--- config.mk ---
export PLATFORM = sky130hd
export DESIGN_NAME = cumulative_histogram_normalizer
export DESIGN_NICKNAME = d
export VERILOG_FILES = /design/src/rtl/core/chn_pkg.sv /design/src/rtl/core/chn_sequencer.sv /design/src/rtl/core/chn_div_lane.sv /design/src/rtl/core/cumulative_histogram_normalizer.sv
export SDC_FILE = /design/constraint.sdc
export NUM_CORES = 1
export LEC_CHECK = 0
export BUFFER_PORTS_ARGS = -buffer_cell sky130_fd_sc_hd__buf_2
export CELL_PAD_IN_SITES_DETAIL_PLACEMENT = 2
export CELL_PAD_IN_SITES_GLOBAL_PLACEMENT = 2
export CORE_MARGIN = 10
export CORE_UTILIZATION = 43
export CTS_BUF_LIST = sky130_fd_sc_hd__clkbuf_8 sky130_fd_sc_hd__clkbuf_16
export DETAILED_ROUTE_END_ITERATION = 10
export HOLD_SLACK_MARGIN = 0.06
export PLACE_DENSITY_LB_ADDON = 0.1
export SYNTH_ARGS = -nofsm -noshare
export SYNTH_HDL_FRONTEND = slang
export SYNTH_SLANG_ARGS = --single-unit
--- constraint.sdc ---
create_clock -name clk -period 27.7 [get_ports clk]
set_clock_uncertainty 0.05 [all_clocks]
set_input_delay 1.385 -clock clk [delete_from_list [all_inputs] [get_ports clk]]
set_output_delay 1.385 -clock clk [all_outputs]
set_load 0.005 [all_outputs]
--- src/rtl/core/chn_pkg.sv ---
// package: constants, payload types, control word types and microcode table
`timescale 1ns / 1ps

package chn_pkg;

    localparam int BIN_COUNT  = 256;
    localparam int COUNT_BITS = 24;
    localparam int FRAC_BITS  = 16;
    localparam int BIN_BITS   = 8;
    localparam int TOTAL_BITS = 24;
    localparam int FRAC_W     = FRAC_BITS + 1;
    localparam int CNT_W      = $clog2(FRAC_BITS + 1);
    localparam int PC_W       = 3;
    localparam int LAST_BIN   = BIN_COUNT - 1;

    localparam logic [FRAC_W-1:0] FRAC_ONE = {1'b1, {FRAC_BITS{1'b0}}};

    // jump conditions: the step holds until its condition is true
    localparam logic [1:0] COND_ALWAYS   = 2'd0;
    localparam logic [1:0] COND_IN_VALID = 2'd1;
    localparam logic [1:0] COND_DIV_LAST = 2'd2;
    localparam logic [1:0] COND_OUT_FREE = 2'd3;

    // program addresses
    localparam logic [PC_W-1:0] PC_IDLE    = 3'd0;
    localparam logic [PC_W-1:0] PC_LD_BIN  = 3'd1;
    localparam logic [PC_W-1:0] PC_DIV_BIN = 3'd2;
    localparam logic [PC_W-1:0] PC_LD_CUM  = 3'd3;
    localparam logic [PC_W-1:0] PC_DIV_CUM = 3'd4;
    localparam logic [PC_W-1:0] PC_EMIT    = 3'd5;

    typedef struct packed {
        logic [BIN_BITS-1:0]   bin_index;
        logic [COUNT_BITS-1:0] count_red;
        logic [COUNT_BITS-1:0] count_green;
        logic [COUNT_BITS-1:0] count_blue;
    } in_item_t;

    typedef struct packed {
        logic [BIN_BITS-1:0]   bin_out;
        logic [COUNT_BITS-1:0] cum_red;
        logic [COUNT_BITS-1:0] cum_green;
        logic [COUNT_BITS-1:0] cum_blue;
        logic [FRAC_W-1:0]     frac_red;
        logic [FRAC_W-1:0]     frac_green;
        logic [FRAC_W-1:0]     frac_blue;
        logic [FRAC_W-1:0]     cum_frac_red;
        logic [FRAC_W-1:0]     cum_frac_green;
        logic [FRAC_W-1:0]     cum_frac_blue;
        logic                  last_bin;
    } out_item_t;

    typedef struct packed {
        logic [1:0]      cond;
        logic [PC_W-1:0] next_pc;
        logic            accept;
        logic            div_load;
        logic            sel_cum;
        logic            div_step;
        logic            store_frac;
        logic            emit;
    } ucode_t;

    typedef struct packed {
        logic accept;
        logic div_load;
        logic sel_cum;
        logic div_step;
        logic store_frac;
        logic emit;
    } ctl_t;

    typedef struct packed {
        logic in_valid;
        logic out_free;
    } sts_t;

    typedef struct packed {
        logic load;
        logic step;
    } lane_ctl_t;

    function automatic ucode_t ucode_rom(input logic [PC_W-1:0] pc);
        ucode_t w;
        w = '0;
        unique case (pc)
            PC_IDLE:
            begin
                w.cond    = COND_IN_VALID;
                w.next_pc = PC_LD_BIN;
                w.accept  = 1'b1;
            end
            PC_LD_BIN:
            begin
                w.cond     = COND_ALWAYS;
                w.next_pc  = PC_DIV_BIN;
                w.div_load = 1'b1;
            end
            PC_DIV_BIN:
            begin
                w.cond     = COND_DIV_LAST;
                w.next_pc  = PC_LD_CUM;
                w.div_step = 1'b1;
            end
            PC_LD_CUM:
            begin
                w.cond       = COND_ALWAYS;
                w.next_pc    = PC_DIV_CUM;
                w.div_load   = 1'b1;
                w.sel_cum    = 1'b1;
                w.store_frac = 1'b1;
            end
            PC_DIV_CUM:
            begin
                w.cond     = COND_DIV_LAST;
                w.next_pc  = PC_EMIT;
                w.div_step = 1'b1;
            end
            PC_EMIT:
            begin
                w.cond    = COND_OUT_FREE;
                w.next_pc = PC_IDLE;
                w.emit    = 1'b1;
            end
            default:
            begin
                w.cond    = COND_ALWAYS;
                w.next_pc = PC_IDLE;
            end
        endcase
        return w;
    endfunction

endpackage

--- src/rtl/core/chn_sequencer.sv ---
// microcode sequencer: program counter, division step counter and jump logic
`timescale 1ns / 1ps

module chn_sequencer
    import chn_pkg::*;
(
    input  logic clk,
    input  logic rst_n,
    input  sts_t sts,
    output ctl_t ctl
);

    logic [PC_W-1:0]  pc_reg;
    logic [PC_W-1:0]  pc_next;
    logic [CNT_W-1:0] cnt_reg;
    logic [CNT_W-1:0] cnt_next;
    ucode_t           word;
    logic             go;

    assign word = ucode_rom(pc_reg);

    always_comb
    begin
        unique case (word.cond)
            COND_ALWAYS:   go = 1'b1;
            COND_IN_VALID: go = sts.in_valid;
            COND_DIV_LAST: go = (cnt_reg == CNT_W'(1));
            COND_OUT_FREE: go = sts.out_free;
            default:       go = 1'b1;
        endcase
    end

    always_comb
    begin
        pc_next = go ? word.next_pc : pc_reg;
        priority if (word.div_load)
            cnt_next = CNT_W'(FRAC_BITS);
        else if (word.div_step)
            cnt_next = cnt_reg - CNT_W'(1);
        else
            cnt_next = cnt_reg;
    end

    always_ff @(posedge clk or negedge rst_n)
    begin
        if (!rst_n)
        begin
            pc_reg  <= PC_IDLE;
            cnt_reg <= '0;
        end
        else
        begin
            pc_reg  <= pc_next;
            cnt_reg <= cnt_next;
        end
    end

    assign ctl.accept     = word.accept;
    assign ctl.div_load   = word.div_load;
    assign ctl.sel_cum    = word.sel_cum;
    assign ctl.div_step   = word.div_step;
    assign ctl.store_frac = word.store_frac;
    assign ctl.emit       = word.emit & go;

endmodule

--- src/rtl/core/chn_div_lane.sv ---
// one divider lane: restoring division of count by total, one quotient bit a cycle
`timescale 1ns / 1ps

module chn_div_lane
    import chn_pkg::*;
(
    input  logic                  clk,
    input  lane_ctl_t             ctl,
    input  logic [COUNT_BITS-1:0] dividend,
    input  logic [TOTAL_BITS-1:0] divisor,
    output logic [FRAC_W-1:0]     quotient
);

    localparam int REM_W = (COUNT_BITS > TOTAL_BITS ? COUNT_BITS : TOTAL_BITS) + 1;

    logic [REM_W-1:0]     rem_reg;
    logic [REM_W-1:0]     rem_next;
    logic [FRAC_BITS-1:0] quo_reg;
    logic [FRAC_BITS-1:0] quo_next;
    logic                 sat_reg;
    logic                 sat_next;
    logic                 zero_reg;
    logic                 zero_next;
    logic [REM_W-1:0]     shifted;
    logic [REM_W-1:0]     div_ext;
    logic                 fits;

    assign div_ext = REM_W'(divisor);
    assign shifted = {rem_reg[REM_W-2:0], 1'b0};
    assign fits    = (shifted >= div_ext);

    always_comb
    begin
        rem_next  = rem_reg;
        quo_next  = quo_reg;
        sat_next  = sat_reg;
        zero_next = zero_reg;
        priority if (ctl.load)
        begin
            rem_next  = REM_W'(dividend);
            quo_next  = '0;
            zero_next = (divisor == '0);
            sat_next  = (REM_W'(dividend) >= div_ext);
        end
        else if (ctl.step)
        begin
            rem_next = fits ? (shifted - div_ext) : shifted;
            quo_next = {quo_reg[FRAC_BITS-2:0], fits};
        end
    end

    always_ff @(posedge clk)
    begin
        rem_reg  <= rem_next;
        quo_reg  <= quo_next;
        sat_reg  <= sat_next;
        zero_reg <= zero_next;
    end

    always_comb
    begin
        priority if (zero_reg)
            quotient = '0;
        else if (sat_reg)
            quotient = FRAC_ONE;
        else
            quotient = {1'b0, quo_reg};
    end

endmodule

--- src/rtl/core/cumulative_histogram_normalizer.sv ---
// top level: running sums, three divider lanes, sequencer and output register
`timescale 1ns / 1ps

// One histogram bin is taken per transfer and gives one result transfer. An item goes
// through these steps: the bin is taken, then two division passes of one load and
// FRAC_BITS restoring steps each, the bin counts first and the cumulative counts
// second, all three colours at once in three lanes, then the result moves into the
// output register once that register is free or being taken. The next bin is taken
// while a finished result still waits in the output register. pixel_total is written
// through the cfg port, which is always ready, and must only be written while no bin
// is in flight.
module cumulative_histogram_normalizer
    import chn_pkg::*;
(
    input  logic                  clk,
    input  logic                  rst_n,
    input  logic                  bin_valid,
    output logic                  bin_stall,
    input  in_item_t              bin_item,
    output logic                  res_valid,
    input  logic                  res_stall,
    output out_item_t             res_item,
    input  logic                  cfg_valid,
    output logic                  cfg_ready,
    input  logic [TOTAL_BITS-1:0] cfg_data
);

    function automatic logic [COUNT_BITS-1:0] sat_add(
        input logic [COUNT_BITS-1:0] a,
        input logic [COUNT_BITS-1:0] b
    );
        logic [COUNT_BITS:0] s;
        s = {1'b0, a} + {1'b0, b};
        return s[COUNT_BITS] ? {COUNT_BITS{1'b1}} : s[COUNT_BITS-1:0];
    endfunction

    ctl_t                  ctl;
    sts_t                  sts;
    lane_ctl_t             lane_ctl;
    logic                  accept;

    logic [TOTAL_BITS-1:0] total_reg;
    in_item_t              item_reg;
    logic [COUNT_BITS-1:0] run_red_reg;
    logic [COUNT_BITS-1:0] run_green_reg;
    logic [COUNT_BITS-1:0] run_blue_reg;
    logic [COUNT_BITS-1:0] run_red_next;
    logic [COUNT_BITS-1:0] run_green_next;
    logic [COUNT_BITS-1:0] run_blue_next;
    logic [FRAC_W-1:0]     frac_red_reg;
    logic [FRAC_W-1:0]     frac_green_reg;
    logic [FRAC_W-1:0]     frac_blue_reg;
    logic [FRAC_W-1:0]     q_red;
    logic [FRAC_W-1:0]     q_green;
    logic [FRAC_W-1:0]     q_blue;
    logic [COUNT_BITS-1:0] dvd_red;
    logic [COUNT_BITS-1:0] dvd_green;
    logic [COUNT_BITS-1:0] dvd_blue;
    logic                  res_valid_reg;
    logic                  res_valid_next;
    out_item_t             res_item_reg;
    out_item_t             res_item_next;

    assign cfg_ready = 1'b1;
    assign bin_stall = ~ctl.accept;
    assign accept    = bin_valid & ctl.accept;

    assign sts.in_valid = bin_valid;
    assign sts.out_free = ~res_valid_reg | ~res_stall;

    chn_sequencer u_seq (
        .clk   (clk),
        .rst_n (rst_n),
        .sts   (sts),
        .ctl   (ctl)
    );

    assign lane_ctl.load = ctl.div_load;
    assign lane_ctl.step = ctl.div_step;

    assign dvd_red   = ctl.sel_cum ? run_red_reg   : item_reg.count_red;
    assign dvd_green = ctl.sel_cum ? run_green_reg : item_reg.count_green;
    assign dvd_blue  = ctl.sel_cum ? run_blue_reg  : item_reg.count_blue;

    chn_div_lane u_lane_red (
        .clk      (clk),
        .ctl      (lane_ctl),
        .dividend (dvd_red),
        .divisor  (total_reg),
        .quotient (q_red)
    );

    chn_div_lane u_lane_green (
        .clk      (clk),
        .ctl      (lane_ctl),
        .dividend (dvd_green),
        .divisor  (total_reg),
        .quotient (q_green)
    );

    chn_div_lane u_lane_blue (
        .clk      (clk),
        .ctl      (lane_ctl),
        .dividend (dvd_blue),
        .divisor  (total_reg),
        .quotient (q_blue)
    );

    // bin zero restarts the sums
    always_comb
    begin
        if (bin_item.bin_index == '0)
        begin
            run_red_next   = bin_item.count_red;
            run_green_next = bin_item.count_green;
            run_blue_next  = bin_item.count_blue;
        end
        else
        begin
            run_red_next   = sat_add(run_red_reg, bin_item.count_red);
            run_green_next = sat_add(run_green_reg, bin_item.count_green);
            run_blue_next  = sat_add(run_blue_reg, bin_item.count_blue);
        end
    end

    always_comb
    begin
        res_item_next.bin_out        = item_reg.bin_index;
        res_item_next.cum_red        = run_red_reg;
        res_item_next.cum_green      = run_green_reg;
        res_item_next.cum_blue       = run_blue_reg;
        res_item_next.frac_red       = frac_red_reg;
        res_item_next.frac_green     = frac_green_reg;
        res_item_next.frac_blue      = frac_blue_reg;
        res_item_next.cum_frac_red   = q_red;
        res_item_next.cum_frac_green = q_green;
        res_item_next.cum_frac_blue  = q_blue;
        res_item_next.last_bin       = (32'(item_reg.bin_index) == 32'(LAST_BIN));
    end

    always_comb
    begin
        priority if (ctl.emit)
            res_valid_next = 1'b1;
        else if (!res_stall)
            res_valid_next = 1'b0;
        else
            res_valid_next = res_valid_reg;
    end

    always_ff @(posedge clk or negedge rst_n)
    begin
        if (!rst_n)
        begin
            total_reg     <= TOTAL_BITS'(1);
            run_red_reg   <= '0;
            run_green_reg <= '0;
            run_blue_reg  <= '0;
            res_valid_reg <= 1'b0;
        end
        else
        begin
            res_valid_reg <= res_valid_next;
            if (cfg_valid)
            begin
                total_reg <= cfg_data;
            end
            if (accept)
            begin
                run_red_reg   <= run_red_next;
                run_green_reg <= run_green_next;
                run_blue_reg  <= run_blue_next;
            end
        end
    end

    always_ff @(posedge clk)
    begin
        if (accept)
        begin
            item_reg <= bin_item;
        end
        if (ctl.store_frac)
        begin
            frac_red_reg   <= q_red;
            frac_green_reg <= q_green;
            frac_blue_reg  <= q_blue;
        end
        if (ctl.emit)
        begin
            res_item_reg <= res_item_next;
        end
    end

    assign res_valid = res_valid_reg;
    assign res_item  = res_item_reg;

endmodule

Word-level counts from Yosys, hierarchy flattened --
Cells that the tools add are included. Widths: inputs -> output; s select.
Storage, ports and cells: output and inout port bits 186, word-level logic and storage cells 107, input port bits 109, register bits after elaboration 543
Operators by class: bitwise gates (word level) 6, $lt $le $gt $ge 6, add/subtract/negate cells 7, equal/unequal tests 11, muxes and demuxes 35, reductions and logical operators 7
Operators by type and width (number):
- $mux 24 | 18
- $mux 17 | 6
- $add 24x24->25 | 3
- $ge 25x24->1 | 3
- $ge 24x24->1 | 3
- $sub 24x24->24 | 3
- $pmux 5 s6 | 1
- $logic_not 24->1 | 1
- $mux 5 | 2
- $eq 8x8->1 const B | 1
- $logic_not 8->1 | 1
- $mux 1 | 7
- $eq 3x2->1 const B | 2
- $eq 3x3->1 const B | 2
- $eq 5x1->1 const B | 1
- $sub 5x1->5 const B | 1
- $eq 2x2->1 const B | 2
- $pmux 1 s4 | 1
- $reduce_or 2->1 | 2
- $eq 3x1->1 const B | 1
- $logic_not 3->1 | 1
- $not 1->1 | 3
- $and 1x1->1 | 2
- $eq 2x1->1 const B | 1
- other kinds (4) | 4

Longest topological paths before layout --
word-level depth 6, mapped depth 18

Hierarchy --
A second synthesis with hierarchy kept.
Unflattened totals: cell total of the unflattened synthesis 2794, area total of the unflattened synthesis 30506.8 um^2
Modules (own cells, without submodules):
- cumulative_histogram_normalizer | cells each 1291, instances 1, area an instance 17943.5 um^2
- chn_div_lane | cells each 479, instances 3, area an instance 3987.6 um^2
- chn_sequencer | cells each 66, instances 1, area an instance 600.6 um^2

Worst setup path after synthesis --
OpenSTA, ideal clock, no wires.
path type input to register, from input res_stall, to register res_item_reg, in the netlist res_item[0], enable pin, required time 26921 ps, arrival time 9129 ps, library setup time 729 ps, stages on the path 3, slack 17792 ps, path buffers 0, path through nand2_1 nand2_1 nor2_1
RTL lines:
- from (decl) | RTL line cumulative_histogram_normalizer.sv:21 | input logic res_stall,
- to (signal assigned) | RTL line cumulative_histogram_normalizer.sv:191 | res_item_reg <= res_item_next;
- to (decl) | RTL line cumulative_histogram_normalizer.sv:61 | out_item_t res_item_reg;

Worst setup path in the final report --
from register u_seq.pc_reg[0], to register u_lane_green.sat_reg, data pin
On the way: longest elaborated chain between the ends 4
RTL lines:
- from (decl) | RTL line chn_sequencer.sv:13 | logic [PC_W-1:0] pc_reg;
- from (signal assigned) | RTL line chn_sequencer.sv:53 | pc_reg <= pc_next;
- $eq 3x2->1 | RTL line chn_pkg.sv:86 | unique case (pc)
- $mux 1 | RTL line chn_pkg.sv:86
- $mux 24 | RTL line cumulative_histogram_normalizer.sv:82 | assign dvd_green = ctl.sel_cum ? run_green_reg : item_reg.count_green;
- $ge 24x24->1 | RTL line chn_div_lane.sv:43 | sat_next = (REM_W'(dividend) >= div_ext);
- to (signal assigned) | RTL line chn_div_lane.sv:56 | sat_reg <= sat_next;
- to (decl) | RTL line chn_div_lane.sv:20 | logic sat_reg;
No other way between the ends. A chain may end at the register's enable or synchronous reset.

==> run metrics <==
outcome=finished, final reports clean; post_cts resized=0; synthesis warning total=0; largest net degree at the start of global routing=a little under 80; most frequent cells after synthesis=390 x edfxtp_1, 313 x nand2_1, 218 x ha_1; Initial Util=0.4347; count leader, synth=edfxtp_1; DRC viols=0; fillers=6677; FF/Latch Area=~15000 um^2; vias in the first global route=24900; pins over their slew limit=0; Largest register FFs=~180; final net count=roughly 3200; Detailed Route WL=approximately 100 mm; area of the multi-input gates=about 13000 um^2; Async SR Flop Fraction=0.1934; PD cells=between 100 and 150 nW/um^2; clk_lat worst skew=around 0.64 ns; DR iter-0 viols=about 1300; Avg WL per Cell=26.93 um; final worst slack=22.96 ns; postcts setup bufs=0; Max-Cap Viols=0; share of the yosys chip area belonging to registers=0.5335; CORE AREA=65980 um^2; Die Ht=278.3 um; DP Worst Slack=22.87 ns; setup TNS=0 ns; CTS root buffer=clkbuf_16; layout cell share with drive strength beyond 1=0.1788; ys flop type=edfxtp_1; EDFF count, synth=around 400; Synth-to-Final Area Change=15.05%; post-synthesis register bit count=543; unrepaired setup endpoints after global routing=false; Longest Clk Path Bufs=3; biggest area consumer among synthesized cells=edfxtp_1; HPWL after DPL=~73 mm; WL met3=about 5.4 mm; hold_buf cts=0; CTS tree=built; H-tree depth=2; P_leak=13.59 nW; post-route ant nets=0; Post-Syn Area per Cell=~11 um^2; Setup CP Type=reg -> reg; final setup vio count=0; Buffers on Ports=293; Max Freq=211.1 MHz; highest routed metal layer=met5; crit-path max FO=50; DRT Pass-1 Iters=5; Tot Pwr=4.116 mW; GRT overflow=0; full die area=77430 um^2; Post-Syn Instances=around 2600; Critical Path AT=between 5 and 6 ns; slew margin rel.=0.1643; Post-Syn Nets=2921; cell area after synthesis=between 20000 and 30000 um^2; fin crit share=0.1710; type of the most critical hold path=reg -> reg; first-pass GRT wire length=approximately 160 mm; CP Launch Type=register; Rows=94; Crit path required time=~28 ns; clk sinks=roughly 540; total CTS buffers=60; Final Hold Vio Count=0; met2 routed WL=between 40 and 50 mm; CP endpoint kind=register; min Tclk post-route=4.738 ns; antenna violations before repair=3; met1 wire length=approximately 45 mm; GRT Total Usage=0.2577; via count=around 22000; peak supply drop=~0.071 mV; DR vias/cell=~6; ranking of synthesized cells by area=edfxtp_1 41%, ha_1 9.5%, dfrtp_1 9.1%; RD Place Congestion=approximately 0.91; post-synth top area share=0.4084; Reg clk slew, reported paths=about 0.060 ns; Worst Tran Pin Value=between 1 and 1.5 ns; die width=roughly 280 um; library cells used by synthesis=86; IO Pins=around 300
-- metal layers --
metal / global-route usage / up-vias
met5: 0 / -
met4: 0.07469 / 4
met3: 0.04360 / 151
met2: 0.4345 / 563
met1: 0.3366 / 11450
li1: - / 10180
-- kinds of logic after synthesis --
logic type                 after synthesis  synth area share
xor gates and xnor gates               117           0.03573
adders and majority gates              224           0.09930
DFF                                    543            0.5335
buffers and inverters                  169           0.02461
muxes                                   85           0.03268
and+or+nand+nor                        739            0.1186
AOI/OAI and AO/OA                      710            0.1554
other                                    1         0.0001308
-- placed cells by master, fill, tap and decap left out, types with 77 or more instances in the layout --
| cell type | Yosys | layout |
|---|---|---|
| inv_1 | 68 | 77 |
| nor2_1 | 135 | 133 |
| a21oi_1 | 171 | 170 |
| buf_2 | 9 | 292 |
| a21o_1 | 78 | 77 |
| nand3_1 | 86 | 86 |
| ha_1 | 218 | 218 |
| nand2_1 | 313 | 310 |
| edfxtp_1 | 390 | 390 |
| dfrtp_1 | 104 | 104 |
| o21ai_0 | 184 | 184 |
-- layout make-up --
cell class,count,share of cell area
clock buffers,68,0.04953
repair buffers,313,0.04907
clock inverters,46,0.01073
multi-input cells,1876,0.3862
diodes,3,0.0002275
well taps,864,0.03276
inverters,68,0.007774
flip-flops and latches,543,0.4637
-- final timing paths --
| kind | from | cells after the start | endpoint | slack, ns |
|---|---|---|---|---|
| min in group asynchronous | rst_n | 1 | run_blue_reg[8] | 0.77 |
| min | frac_blue_reg[9] | 0 | res_item[61] | 0.37 |
| max reg2reg | u_seq.pc_reg[0] | 15 | u_lane_green.sat_reg | 22.96 |
| max | u_seq.pc_reg[0] | 15 | u_lane_green.sat_reg | 22.96 |
| max in group asynchronous | rst_n | 2 | run_green_reg[19] | 25.41 |
| min reg2reg | frac_blue_reg[9] | 0 | res_item[61] | 0.37 |
-- power by group --
group          internal [mW]  switching, mW  total (mW)
sequential              1.18          0.170        1.35
combinational          0.728           1.22        1.95
clock                  0.467          0.349       0.816
total                   2.38           1.74        4.12
-- metrics by stage --
step | hold slack (ns) | area (um^2) | std cells | util
detailed placement | 0.3557 | 31000 | 3664 | 0.4698
global placement | 0.3522 | 30970 | 3662 | 0.4694
finish | 0.3675 | 32990 | 3781 | 0.5001
floorplan | 0.3503 | 28680 | 2588 | -
CTS | 0.3751 | 32990 | 3778 | 0.4999
global route | 0.3767 | 32990 | 3779 | 0.5000
-- critical path, cell delays in order, from the launching register on --
cell and delay (ns):
dfrtp_1 0.52, nand2b_4 0.42, inv_1 0.17, nand2_4 0.34
buf_4 0.65, mux2_2 0.44, ha_1 0.30, a21o_1 0.18
a21o_1 0.17, a21o_1 0.17, a211oi_1 0.21, o21ai_0 0.13
a21oi_1 0.25, o21ai_0 0.14, a21oi_1 0.16, o211ai_1 0.11
(Power assumes the default switching activity.)
